[src/sv/isbs_pkg.sv]
// Package for the serial bus byte sender: phase encoding, operation and
// register index codes, configuration reset values, shared struct types.
// No dependencies.
package isbs_pkg;

   typedef enum logic [1:0] {
      PH_IDLE  = 2'd0,
      PH_SETUP = 2'd1,
      PH_VALID = 2'd2,
      PH_ACK   = 2'd3
   } phase_type;

   localparam logic OP_TICK  = 1'b0;
   localparam logic OP_START = 1'b1;

   localparam int CSR_IDX_BITS = 2;
   localparam int CSR_BITS     = 16;
   localparam int BYTE_BITS    = 8;
   localparam int BITCNT_BITS  = 3;

   localparam logic [CSR_IDX_BITS-1:0] REG_BIT_SETUP  = 2'd0;
   localparam logic [CSR_IDX_BITS-1:0] REG_BIT_VALID  = 2'd1;
   localparam logic [CSR_IDX_BITS-1:0] REG_POLL_TICKS = 2'd2;
   localparam logic [CSR_IDX_BITS-1:0] REG_POLL_COUNT = 2'd3;

   localparam logic [CSR_BITS-1:0] RST_BIT_SETUP  = 16'd70;
   localparam logic [CSR_BITS-1:0] RST_BIT_VALID  = 16'd20;
   localparam logic [CSR_BITS-1:0] RST_POLL_TICKS = 16'd10;
   localparam logic [CSR_BITS-1:0] RST_POLL_COUNT = 16'd100;

   localparam logic [BITCNT_BITS-1:0] LAST_BIT = 3'd7;

   typedef struct packed {
      logic [CSR_BITS-1:0] bit_setup_ticks;
      logic [CSR_BITS-1:0] bit_valid_ticks;
      logic [CSR_BITS-1:0] ack_poll_ticks;
      logic [CSR_BITS-1:0] ack_poll_count;
   } cfg_type;

   typedef struct packed {
      logic clock_drive;
      logic data_drive;
      logic busy_res;
      logic done_res;
      logic acknowledged;
   } result_type;

endpackage

[src/sv/isbs_csr.sv]
// Configuration register file for the serial bus byte sender.
// Depends on isbs_pkg.
module isbs_csr
   import isbs_pkg::*;
(
   input  logic                    clock,
   input  logic                    reset,
   input  logic                    csr_valid,
   input  logic [CSR_IDX_BITS-1:0] csr_index,
   input  logic [CSR_BITS-1:0]     csr_wdata,
   output cfg_type                 cfg
);

   cfg_type cfg_ff;

   always_ff @(posedge clock) begin
      if (reset) begin
         cfg_ff.bit_setup_ticks <= RST_BIT_SETUP;
         cfg_ff.bit_valid_ticks <= RST_BIT_VALID;
         cfg_ff.ack_poll_ticks  <= RST_POLL_TICKS;
         cfg_ff.ack_poll_count  <= RST_POLL_COUNT;
      end else if (csr_valid) begin
         unique case (csr_index)
            REG_BIT_SETUP:  cfg_ff.bit_setup_ticks <= csr_wdata;
            REG_BIT_VALID:  cfg_ff.bit_valid_ticks <= csr_wdata;
            REG_POLL_TICKS: cfg_ff.ack_poll_ticks  <= csr_wdata;
            REG_POLL_COUNT: cfg_ff.ack_poll_count  <= csr_wdata;
            default: ;
         endcase
      end
   end

   assign cfg = cfg_ff;

endmodule

[src/sv/isbs_core.sv]
// Transfer state machine with bit, delay and poll counters; produces one
// result per accepted beat. Depends on isbs_pkg.
module isbs_core
   import isbs_pkg::*;
#(
   parameter int TIMER_BITS = 16
) (
   input  logic                 clock,
   input  logic                 reset,
   input  logic                 step_en,
   input  logic                 operation,
   input  logic [BYTE_BITS-1:0] byte_value,
   input  logic                 data_line_in,
   input  cfg_type              cfg,
   output result_type           result
);

   phase_type                phase_ff, phase_in;
   logic [BYTE_BITS-1:0]     shift_byte_ff, shift_byte_in;
   logic [BITCNT_BITS-1:0]   bit_count_ff, bit_count_in;
   logic [TIMER_BITS-1:0]    delay_count_ff, delay_count_in;
   logic [CSR_BITS-1:0]      poll_count_ff, poll_count_in;
   logic                     data_driven_ff, data_driven_in;

   logic is_tick, wait_done, last_bit, poll_spent, done, ack;

   assign is_tick    = (operation == OP_TICK);
   assign wait_done  = (delay_count_ff <= TIMER_BITS'(1));
   assign last_bit   = (bit_count_ff == LAST_BIT);
   assign poll_spent = (poll_count_ff >= cfg.ack_poll_count);

   // next phase
   always_comb begin
      phase_in = phase_ff;
      unique case (phase_ff)
         PH_IDLE: begin
            if (!is_tick) phase_in = PH_SETUP;
         end
         PH_SETUP: begin
            if (is_tick && wait_done) phase_in = PH_VALID;
         end
         PH_VALID: begin
            if (is_tick && wait_done) phase_in = last_bit ? PH_ACK : PH_SETUP;
         end
         PH_ACK: begin
            if (is_tick && wait_done && (poll_spent || data_line_in)) phase_in = PH_IDLE;
         end
         default: phase_in = PH_IDLE;
      endcase
   end

   // counters, data line and result flags
   always_comb begin
      shift_byte_in  = shift_byte_ff;
      bit_count_in   = bit_count_ff;
      delay_count_in = delay_count_ff;
      poll_count_in  = poll_count_ff;
      data_driven_in = data_driven_ff;
      done           = 1'b0;
      ack            = 1'b0;
      if (!is_tick) begin
         if (phase_ff == PH_IDLE) begin
            shift_byte_in  = byte_value;
            bit_count_in   = '0;
            poll_count_in  = '0;
            data_driven_in = 1'b0;
            delay_count_in = TIMER_BITS'(cfg.bit_setup_ticks);
         end
      end else if (phase_ff != PH_IDLE) begin
         if (!wait_done) begin
            delay_count_in = delay_count_ff - TIMER_BITS'(1);
         end else begin
            case (phase_ff)
               PH_SETUP: begin
                  data_driven_in = ~shift_byte_ff[bit_count_ff];
                  delay_count_in = TIMER_BITS'(cfg.bit_valid_ticks);
               end
               PH_VALID: begin
                  data_driven_in = 1'b0;
                  if (last_bit) begin
                     bit_count_in   = '0;
                     poll_count_in  = '0;
                     delay_count_in = '0;
                  end else begin
                     bit_count_in   = bit_count_ff + BITCNT_BITS'(1);
                     delay_count_in = TIMER_BITS'(cfg.bit_setup_ticks);
                  end
               end
               PH_ACK: begin
                  if (poll_spent) begin
                     done = 1'b1;
                  end else if (data_line_in) begin
                     done = 1'b1;
                     ack  = 1'b1;
                  end else begin
                     poll_count_in  = poll_count_ff + CSR_BITS'(1);
                     delay_count_in = TIMER_BITS'(cfg.ack_poll_ticks);
                  end
               end
               default: ;
            endcase
         end
      end
   end

   always_ff @(posedge clock) begin
      if (reset) begin
         phase_ff       <= PH_IDLE;
         shift_byte_ff  <= '0;
         bit_count_ff   <= '0;
         delay_count_ff <= '0;
         poll_count_ff  <= '0;
         data_driven_ff <= 1'b0;
      end else if (step_en) begin
         phase_ff       <= phase_in;
         shift_byte_ff  <= shift_byte_in;
         bit_count_ff   <= bit_count_in;
         delay_count_ff <= delay_count_in;
         poll_count_ff  <= poll_count_in;
         data_driven_ff <= data_driven_in;
      end
   end

   assign result.clock_drive  = (phase_in != PH_VALID);
   assign result.data_drive   = data_driven_in;
   assign result.busy_res     = (phase_in != PH_IDLE);
   assign result.done_res     = done;
   assign result.acknowledged = ack;

endmodule

[src/sv/isbs_skid.sv]
// Result register with one skid entry; keeps input ready registered.
// Depends on isbs_pkg.
module isbs_skid
   import isbs_pkg::*;
(
   input  logic       clock,
   input  logic       reset,
   input  logic       push,
   input  result_type push_data,
   output logic       push_ready,
   output logic       out_valid,
   input  logic       out_ready,
   output result_type out_data
);

   logic       out_valid_ff, skid_valid_ff;
   result_type out_data_ff, skid_data_ff;
   logic       pop;

   assign pop = out_valid_ff && out_ready;

   always_ff @(posedge clock) begin
      if (reset) begin
         out_valid_ff  <= 1'b0;
         skid_valid_ff <= 1'b0;
      end else if (skid_valid_ff) begin
         if (pop) begin
            out_data_ff   <= skid_data_ff;
            skid_valid_ff <= 1'b0;
         end
      end else if (push) begin
         if (!out_valid_ff || pop) begin
            out_data_ff  <= push_data;
            out_valid_ff <= 1'b1;
         end else begin
            skid_data_ff  <= push_data;
            skid_valid_ff <= 1'b1;
         end
      end else if (pop) begin
         out_valid_ff <= 1'b0;
      end
   end

   assign push_ready = !skid_valid_ff;
   assign out_valid  = out_valid_ff;
   assign out_data   = out_data_ff;

endmodule

[src/sv/iec_serial_byte_sender.sv]
// Talker side of a serial bus byte transfer, one beat per tick or start command.
// One beat is taken each clock cycle while req_ready is high; its result is registered
// in the result register or skid. A one-entry skid behind the result register keeps
// req_ready registered: when a result waits on rsp_, the skid takes one more beat and
// req_ready drops on the next cycle, rising again the cycle after the waiting result
// is taken. Depends on isbs_pkg, isbs_csr, isbs_core and isbs_skid.
module iec_serial_byte_sender
   import isbs_pkg::*;
#(
   parameter int TIMER_BITS = 16
) (
   input  logic                    clock,
   input  logic                    reset,
   input  logic                    csr_valid,
   output logic                    csr_ready,
   input  logic [CSR_IDX_BITS-1:0] csr_index,
   input  logic [CSR_BITS-1:0]     csr_wdata,
   input  logic                    req_valid,
   output logic                    req_ready,
   input  logic                    req_operation,
   input  logic [BYTE_BITS-1:0]    req_byte_value,
   input  logic                    req_data_line_in,
   output logic                    rsp_valid,
   input  logic                    rsp_ready,
   output logic                    rsp_clock_drive,
   output logic                    rsp_data_drive,
   output logic                    rsp_busy_res,
   output logic                    rsp_done_res,
   output logic                    rsp_acknowledged
);

   cfg_type    cfg;
   result_type step_result, rsp_data;
   logic       step_en;

   assign csr_ready = 1'b1;
   assign step_en   = req_valid && req_ready;

   isbs_csr u_csr (
      .clock     (clock),
      .reset     (reset),
      .csr_valid (csr_valid),
      .csr_index (csr_index),
      .csr_wdata (csr_wdata),
      .cfg       (cfg)
   );

   isbs_core #(.TIMER_BITS(TIMER_BITS)) u_core (
      .clock        (clock),
      .reset        (reset),
      .step_en      (step_en),
      .operation    (req_operation),
      .byte_value   (req_byte_value),
      .data_line_in (req_data_line_in),
      .cfg          (cfg),
      .result       (step_result)
   );

   isbs_skid u_skid (
      .clock      (clock),
      .reset      (reset),
      .push       (step_en),
      .push_data  (step_result),
      .push_ready (req_ready),
      .out_valid  (rsp_valid),
      .out_ready  (rsp_ready),
      .out_data   (rsp_data)
   );

   assign rsp_clock_drive  = rsp_data.clock_drive;
   assign rsp_data_drive   = rsp_data.data_drive;
   assign rsp_busy_res     = rsp_data.busy_res;
   assign rsp_done_res     = rsp_data.done_res;
   assign rsp_acknowledged = rsp_data.acknowledged;

   a_ack_needs_done: assert property (@(posedge clock) disable iff (reset)
      rsp_valid && rsp_acknowledged |-> rsp_done_res)
      else $error("acknowledge without done");

   a_done_ends_busy: assert property (@(posedge clock) disable iff (reset)
      rsp_valid && rsp_done_res |-> !rsp_busy_res)
      else $error("done beat still busy");

   a_release_only_busy: assert property (@(posedge clock) disable iff (reset)
      rsp_valid && !rsp_clock_drive |-> rsp_busy_res)
      else $error("clock released while idle");

   a_stall_drops_ready: assert property (@(posedge clock) disable iff (reset)
      !req_ready |-> rsp_valid)
      else $error("input stalled with empty result register");

endmodule
[config.mk]
export PLATFORM = sky130hd
export DESIGN_NAME = iec_serial_byte_sender
export DESIGN_NICKNAME = d
export VERILOG_FILES = /design/src/sv/isbs_pkg.sv /design/src/sv/isbs_csr.sv /design/src/sv/isbs_core.sv /design/src/sv/isbs_skid.sv /design/src/sv/iec_serial_byte_sender.sv
export SDC_FILE = /design/constraint.sdc
export NUM_CORES = 1
export LEC_CHECK = 0
export ABC_AREA = 1
export BUFFER_PORTS_ARGS = -buffer_cell sky130_fd_sc_hd__buf_2
export CAP_MARGIN = 10
export CORE_UTILIZATION = 35
export CTS_CLUSTER_SIZE = 20
export DETAILED_ROUTE_END_ITERATION = 10
export GPL_TIMING_DRIVEN = 1
export PLACE_DENSITY_LB_ADDON = 0.3
export SETUP_SLACK_MARGIN = 0.4
export SYNTH_ARGS = -nofsm -noshare
export SYNTH_HDL_FRONTEND = slang
export SYNTH_SLANG_ARGS = --single-unit
[constraint.sdc]
create_clock -name clock -period 3.5 [get_ports clock]
set_clock_uncertainty 0.05 [all_clocks]
set_input_delay 0.35 -clock clock [delete_from_list [all_inputs] [get_ports clock]]
set_output_delay 0.35 -clock clock [all_outputs]
set_load 0.005 [all_outputs]
==> results by stage <==
Outcome:
- The run finished with clean final reports.

Yosys:
- In this run, synthesis produced a sequential element count of roughly 120.
- The netlist area before placement is 6312 um^2.
- The prevailing post-synth register cell is sky130_fd_sc_hd__dfxtp_1.
- The instance count of the mapped netlist is about 900.
- Yosys mapped a number of flops with a built-in enable equal to 10.
- The mean cell area of the mapped netlist is between 6 and 7 um^2.
- The post-synthesis cell type with the largest combined area is sky130_fd_sc_hd__dfxtp_1.
- After synthesis, the cell types taking the most area are sky130_fd_sc_hd__dfxtp_1 (36%), sky130_fd_sc_hd__nand2_1 (10%), sky130_fd_sc_hd__nor2_1 (8.3%), sky130_fd_sc_hd__o21ai_0 (6.3%), sky130_fd_sc_hd__a21oi_1 (5.8%).
- The count of synthesis-stage warnings from yosys is 0.
- Counting flops with an async set or reset pin after synthesis yields a share of 0%.
- Yosys mapped the design onto 44 distinct sky130hd cell types.
- For this run, the register share of the synthesized area comes to 40.28%.
- Of the post-synthesis cell area, the dominant cell type holds a little over a third.
- Synthesis produced a netlist with a net count of around 960.

CTS:
- Post-CTS timing repair inserted 0 buffers for setup.
- The number of hold buffers added after CTS is 0.
- The depth of the CTS H-tree is 4.
- The clock network latency to the later pin of the worst-skew pair is between 0.4 and 0.5 ns.
- After clock tree synthesis, the repair step resized 0 gates.
- In this run, CTS created clock tree buffers numbering 17.
- The clock passes through at most 2 buffers.
- After clock tree synthesis, the clock-pin slew on the worst setup and hold paths is about 0.060 ns.
- The total clock sinks is about 120.
- The cell sitting at the root of the clock tree is a sky130_fd_sc_hd__clkbuf_16.
- The TritonCTS clock tree is built.

Floorplan:
- The initial utilization of the core area, before any placement, comes to 36.12%.
- The number of core rows is 48.
- The core region is approximately 17,000 um^2.
- The die width is 136.3 um.
- Pin placement for this block handled between 40 and 50 I/O pins.
- The die is 136.3 um tall.
- The total die area is ~19,000 um^2.

GRT:
- The first global-routing pass estimated approximately 28,000 um of wire.
- The maximum number of pins on one net before global-route repair is 75.
- The final global-route overflow total is 0.
- The via count of the first global-routing pass is ~5,400.
- The total routing resource utilization after global routing is between 10% and 20%.
- The number of antenna violations at the first check in global routing is 0.

Critical path:
- In this run the critical register-to-register path is captured at u_core.poll_count_ff[5].
- For the worst flop-to-flop path, the logic depth is 13.
- The worst register-to-register path has a setup slack of 0.63 ns.
- The critical path ends at u_core.poll_count_ff[5].
- The element type at the critical path start is a register.
- For this run, the slowest stage of the critical path takes approximately 0.41 ns.
- The worst setup path is captured at a register.
- The critical path required time is 3.81 ns.
- The total buffers and inverters traversed by the critical path is 3.
- Traced cell by cell, the critical path runs through inv_1 -> ha_1 -> o211ai_1 -> nor2_4 -> nor2_2 -> clkinv_2 -> nand2_2 -> nor3_4 -> nand2_4 -> clkinv_2 -> nand2_1 -> nand2_1 -> a21oi_1.
- The critical path start-end classification is register to register.
- The library cell contributing the largest single delay on the critical path is sky130_fd_sc_hd__nor2_2.
- In this run the worst setup path begins at u_core.delay_count_ff[0].
- In this run the critical register-to-register path is launched from u_core.delay_count_ff[0].
- Of all nets on the critical path, the largest fanout is 18.
- The data arrival time at the worst-slack endpoint is roughly 3.2 ns.
- The instance count on the critical path is 13.
- The kind of cell adding the most delay to the critical path is simple AND/OR/NAND/NOR gates.

Placement:
- The cell total after placement is approximately 1,100.
- Detailed placement ended at an HPWL of 11,940 um.
- Before CTS, the worst setup slack after placement is 0.6387 ns.
- The count of port buffers added during placement is 39.
- The instance area after placement is between 6000 and 7000 um^2.
- The last weighted congestion value of the routability-driven placer is 0.8778.

STA:
- Setup slack on the critical path of the routed design comes to approximately 0.63 ns.
- The shortest clock period the worst path allows after layout is 2.866 ns.
- The portion of the clock cycle consumed by the worst path in the final layout is 81.90%.
- Setup repair after global routing left no endpoint under its margin.
- The final hold violation count is 0.
- Setup violations remaining at the end of the flow were counted as 0.
- The achievable frequency is 0.3489 GHz.
- The transition time at the pin with the least slew margin is a little under 0.7 ns.
- The max-slew violation count is 0.
- In this run the tightest slew margin relative to its limit is 54.92%.
- Summed over all failing endpoints, the final setup total negative slack is 0 ns.

Route:
- After detailed routing, the average wire length per cell comes to ~15 um.
- The post-detailed-route via-to-cell ratio is 5.079.
- The routed wire length is about 17,000 um.
- After detailed routing, the number of remaining DRC violations is 0.
- In this run the remaining antenna-violating nets after routing total 0.
- The number of vias in the routed layout is roughly 6,000.
- The count of TritonRoute iterations in the first routing pass is 5.
- The number of DRC markers after the initial detailed-route iteration is 555.

Power and ir drop:
- Dividing total power by cell area gives a power density of approximately 540 nW/um^2.
- The static leakage power is between 3 and 4 nW.
- Across the VDD grid, the largest voltage drop is between 0.3 and 0.4 mV.
- The overall power of the completed layout is between 0.004 and 0.005 W.

Cells and area:
- The final instance area is 7366 um^2.
- Leaving out fill and tap cells, the most frequent cell in the layout is sky130_fd_sc_hd__nand2_1.
- For this run, the number of standard cells in the final layout without fillers is around 1,200.
- The top cell types in the final layout, fill and taps aside, are sky130_fd_sc_hd__nand2_1 (171), sky130_fd_sc_hd__nor2_1 (140), sky130_fd_sc_hd__dfxtp_1 (112), sky130_fd_sc_hd__inv_1 (84), sky130_fd_sc_hd__o21ai_0 (79).
- From synthesis to final layout, the design area changed by 16.69%.
- The count of antenna diodes in the layout is 0.
- The filler cell count in the final layout is ~1,800.
- At the end of the flow, the number of nets in the layout was ~1,000.
- The proportion of layout cells with a drive suffix above 1 is 10.58%.

Job:
- The reported max-cap violation count is 0.

Worst hold path:
- In this run the most critical hold path is launched from req_byte_value[4].
- The tightest min-delay check is of the input port to register type.
==> synthesized netlist by cell type (2+ instances only) <==
master / number
sky130_fd_sc_hd__nand2_1: 171
sky130_fd_sc_hd__nor2_1: 140
sky130_fd_sc_hd__dfxtp_1: 112
sky130_fd_sc_hd__inv_1: 85
sky130_fd_sc_hd__o21ai_0: 79
sky130_fd_sc_hd__a21oi_1: 73
sky130_fd_sc_hd__nand3_1: 40
sky130_fd_sc_hd__clkbuf_1: 26
sky130_fd_sc_hd__ha_1: 25
sky130_fd_sc_hd__o21ai_1: 24
sky130_fd_sc_hd__nor3_1: 22
sky130_fd_sc_hd__xor2_1: 13
sky130_fd_sc_hd__edfxtp_1: 10
sky130_fd_sc_hd__nand4_1: 10
sky130_fd_sc_hd__buf_2: 9
sky130_fd_sc_hd__inv_2: 8
sky130_fd_sc_hd__o211ai_1: 6
sky130_fd_sc_hd__o22ai_1: 6
sky130_fd_sc_hd__a22oi_1: 5
sky130_fd_sc_hd__a211oi_1: 4
sky130_fd_sc_hd__a31oi_1: 4
sky130_fd_sc_hd__nand3b_1: 4
sky130_fd_sc_hd__a221oi_1: 2
sky130_fd_sc_hd__clkinv_1: 2
sky130_fd_sc_hd__clkinv_2: 2
sky130_fd_sc_hd__nand2_2: 2
sky130_fd_sc_hd__nor2_4: 2
sky130_fd_sc_hd__o221ai_1: 2
==> layout make-up <==
type                            instances  area [um^2]  share of cell area [%]
Clock inverter                          8        123.9                   1.682
Sequential cell                       122         2542                   34.52
Inverter                               97        366.6                   4.977
Clock buffer                           24        545.5                   7.406
Timing Repair Buffer                   47        267.8                   3.635
Multi-Input combinational cell        647         3238                   43.96
Tap cell                              225        281.5                   3.822
==> logic make-up (layout without fill, tap and decap cells) <==
logic type	after synthesis	in the layout	synth area share (%)
XOR/XNOR	13	13	1.804
AND/OR/NAND/NOR	398	398	26.52
buffers and inverters	135	176	8.424
adder cells (fa/ha/maj)	25	25	4.955
other	1	1	0.05941
flip-flops	122	122	40.28
AO/OA/AOI/OAI	210	210	17.96
==> stage by stage <==
step | util, % | hold WS (ns)
global placement | 38.32 | 0.3888
finish | 42.15 | 0.1002
detailed placement | 38.32 | 0.3948
global route | 42.15 | 0.09489
CTS | 42.15 | 0.09259
floorplan | - | 0.3754
==> report_power, final <==
part           total, W  internal, W  switching [W]
Sequential      0.00154      0.00149      0.0000499
Clock           0.00194      0.00130       0.000639
Combinational  0.000530     0.000173       0.000357
==> routing by layer <==
metal / track usage, % / vias up / routed length (um)
li1: - / 3044 / -
met1: 27.57 / 2718 / 8472
met2: 30.09 / 155 / 7387
met3: 4.922 / 25 / 1041
met4: 6.235 / 0 / 291
met5: 0 / - / 0
==> how the worst min path moves through the flow <==
stage | cells past startpoint | end
floorplan | 2 | u_core.shift_byte_ff[6]
global placement | 2 | u_csr.cfg[42]
detailed placement | 2 | u_csr.cfg[34]
CTS | 3 | u_core.shift_byte_ff[4]
global route | 3 | u_core.shift_byte_ff[4]
finish | 3 | u_core.shift_byte_ff[4]
==> state kept, by name, summed over array words and instances (netlist names), 2 cells and up <==
| register | cells |
|---|---|
| u_core.bit_count_ff | 3 |
| u_core.delay_count_ff | 16 |
| u_core.phase_ff | 2 |
| u_core.poll_count_ff | 16 |
| u_core.shift_byte_ff | 8 |
| u_csr.cfg | 64 |
| u_skid.out_data | 5 |
| u_skid.skid_data_ff | 5 |
==> worst register-to-register path, stage by stage (launching register included) <==
cell	delay [ns]
sky130_fd_sc_hd__dfxtp_1	0.33
sky130_fd_sc_hd__inv_1	0.10
sky130_fd_sc_hd__ha_1	0.26
sky130_fd_sc_hd__o211ai_1	0.28
sky130_fd_sc_hd__nor2_4	0.15
sky130_fd_sc_hd__nor2_2	0.42
sky130_fd_sc_hd__clkinv_2	0.28
sky130_fd_sc_hd__nand2_2	0.15
sky130_fd_sc_hd__nor3_4	0.05
sky130_fd_sc_hd__nand2_4	0.19
sky130_fd_sc_hd__clkinv_2	0.25
sky130_fd_sc_hd__nand2_1	0.13
sky130_fd_sc_hd__nand2_1	0.06
sky130_fd_sc_hd__a21oi_1	0.11
(Power assumes the default switching activity.)
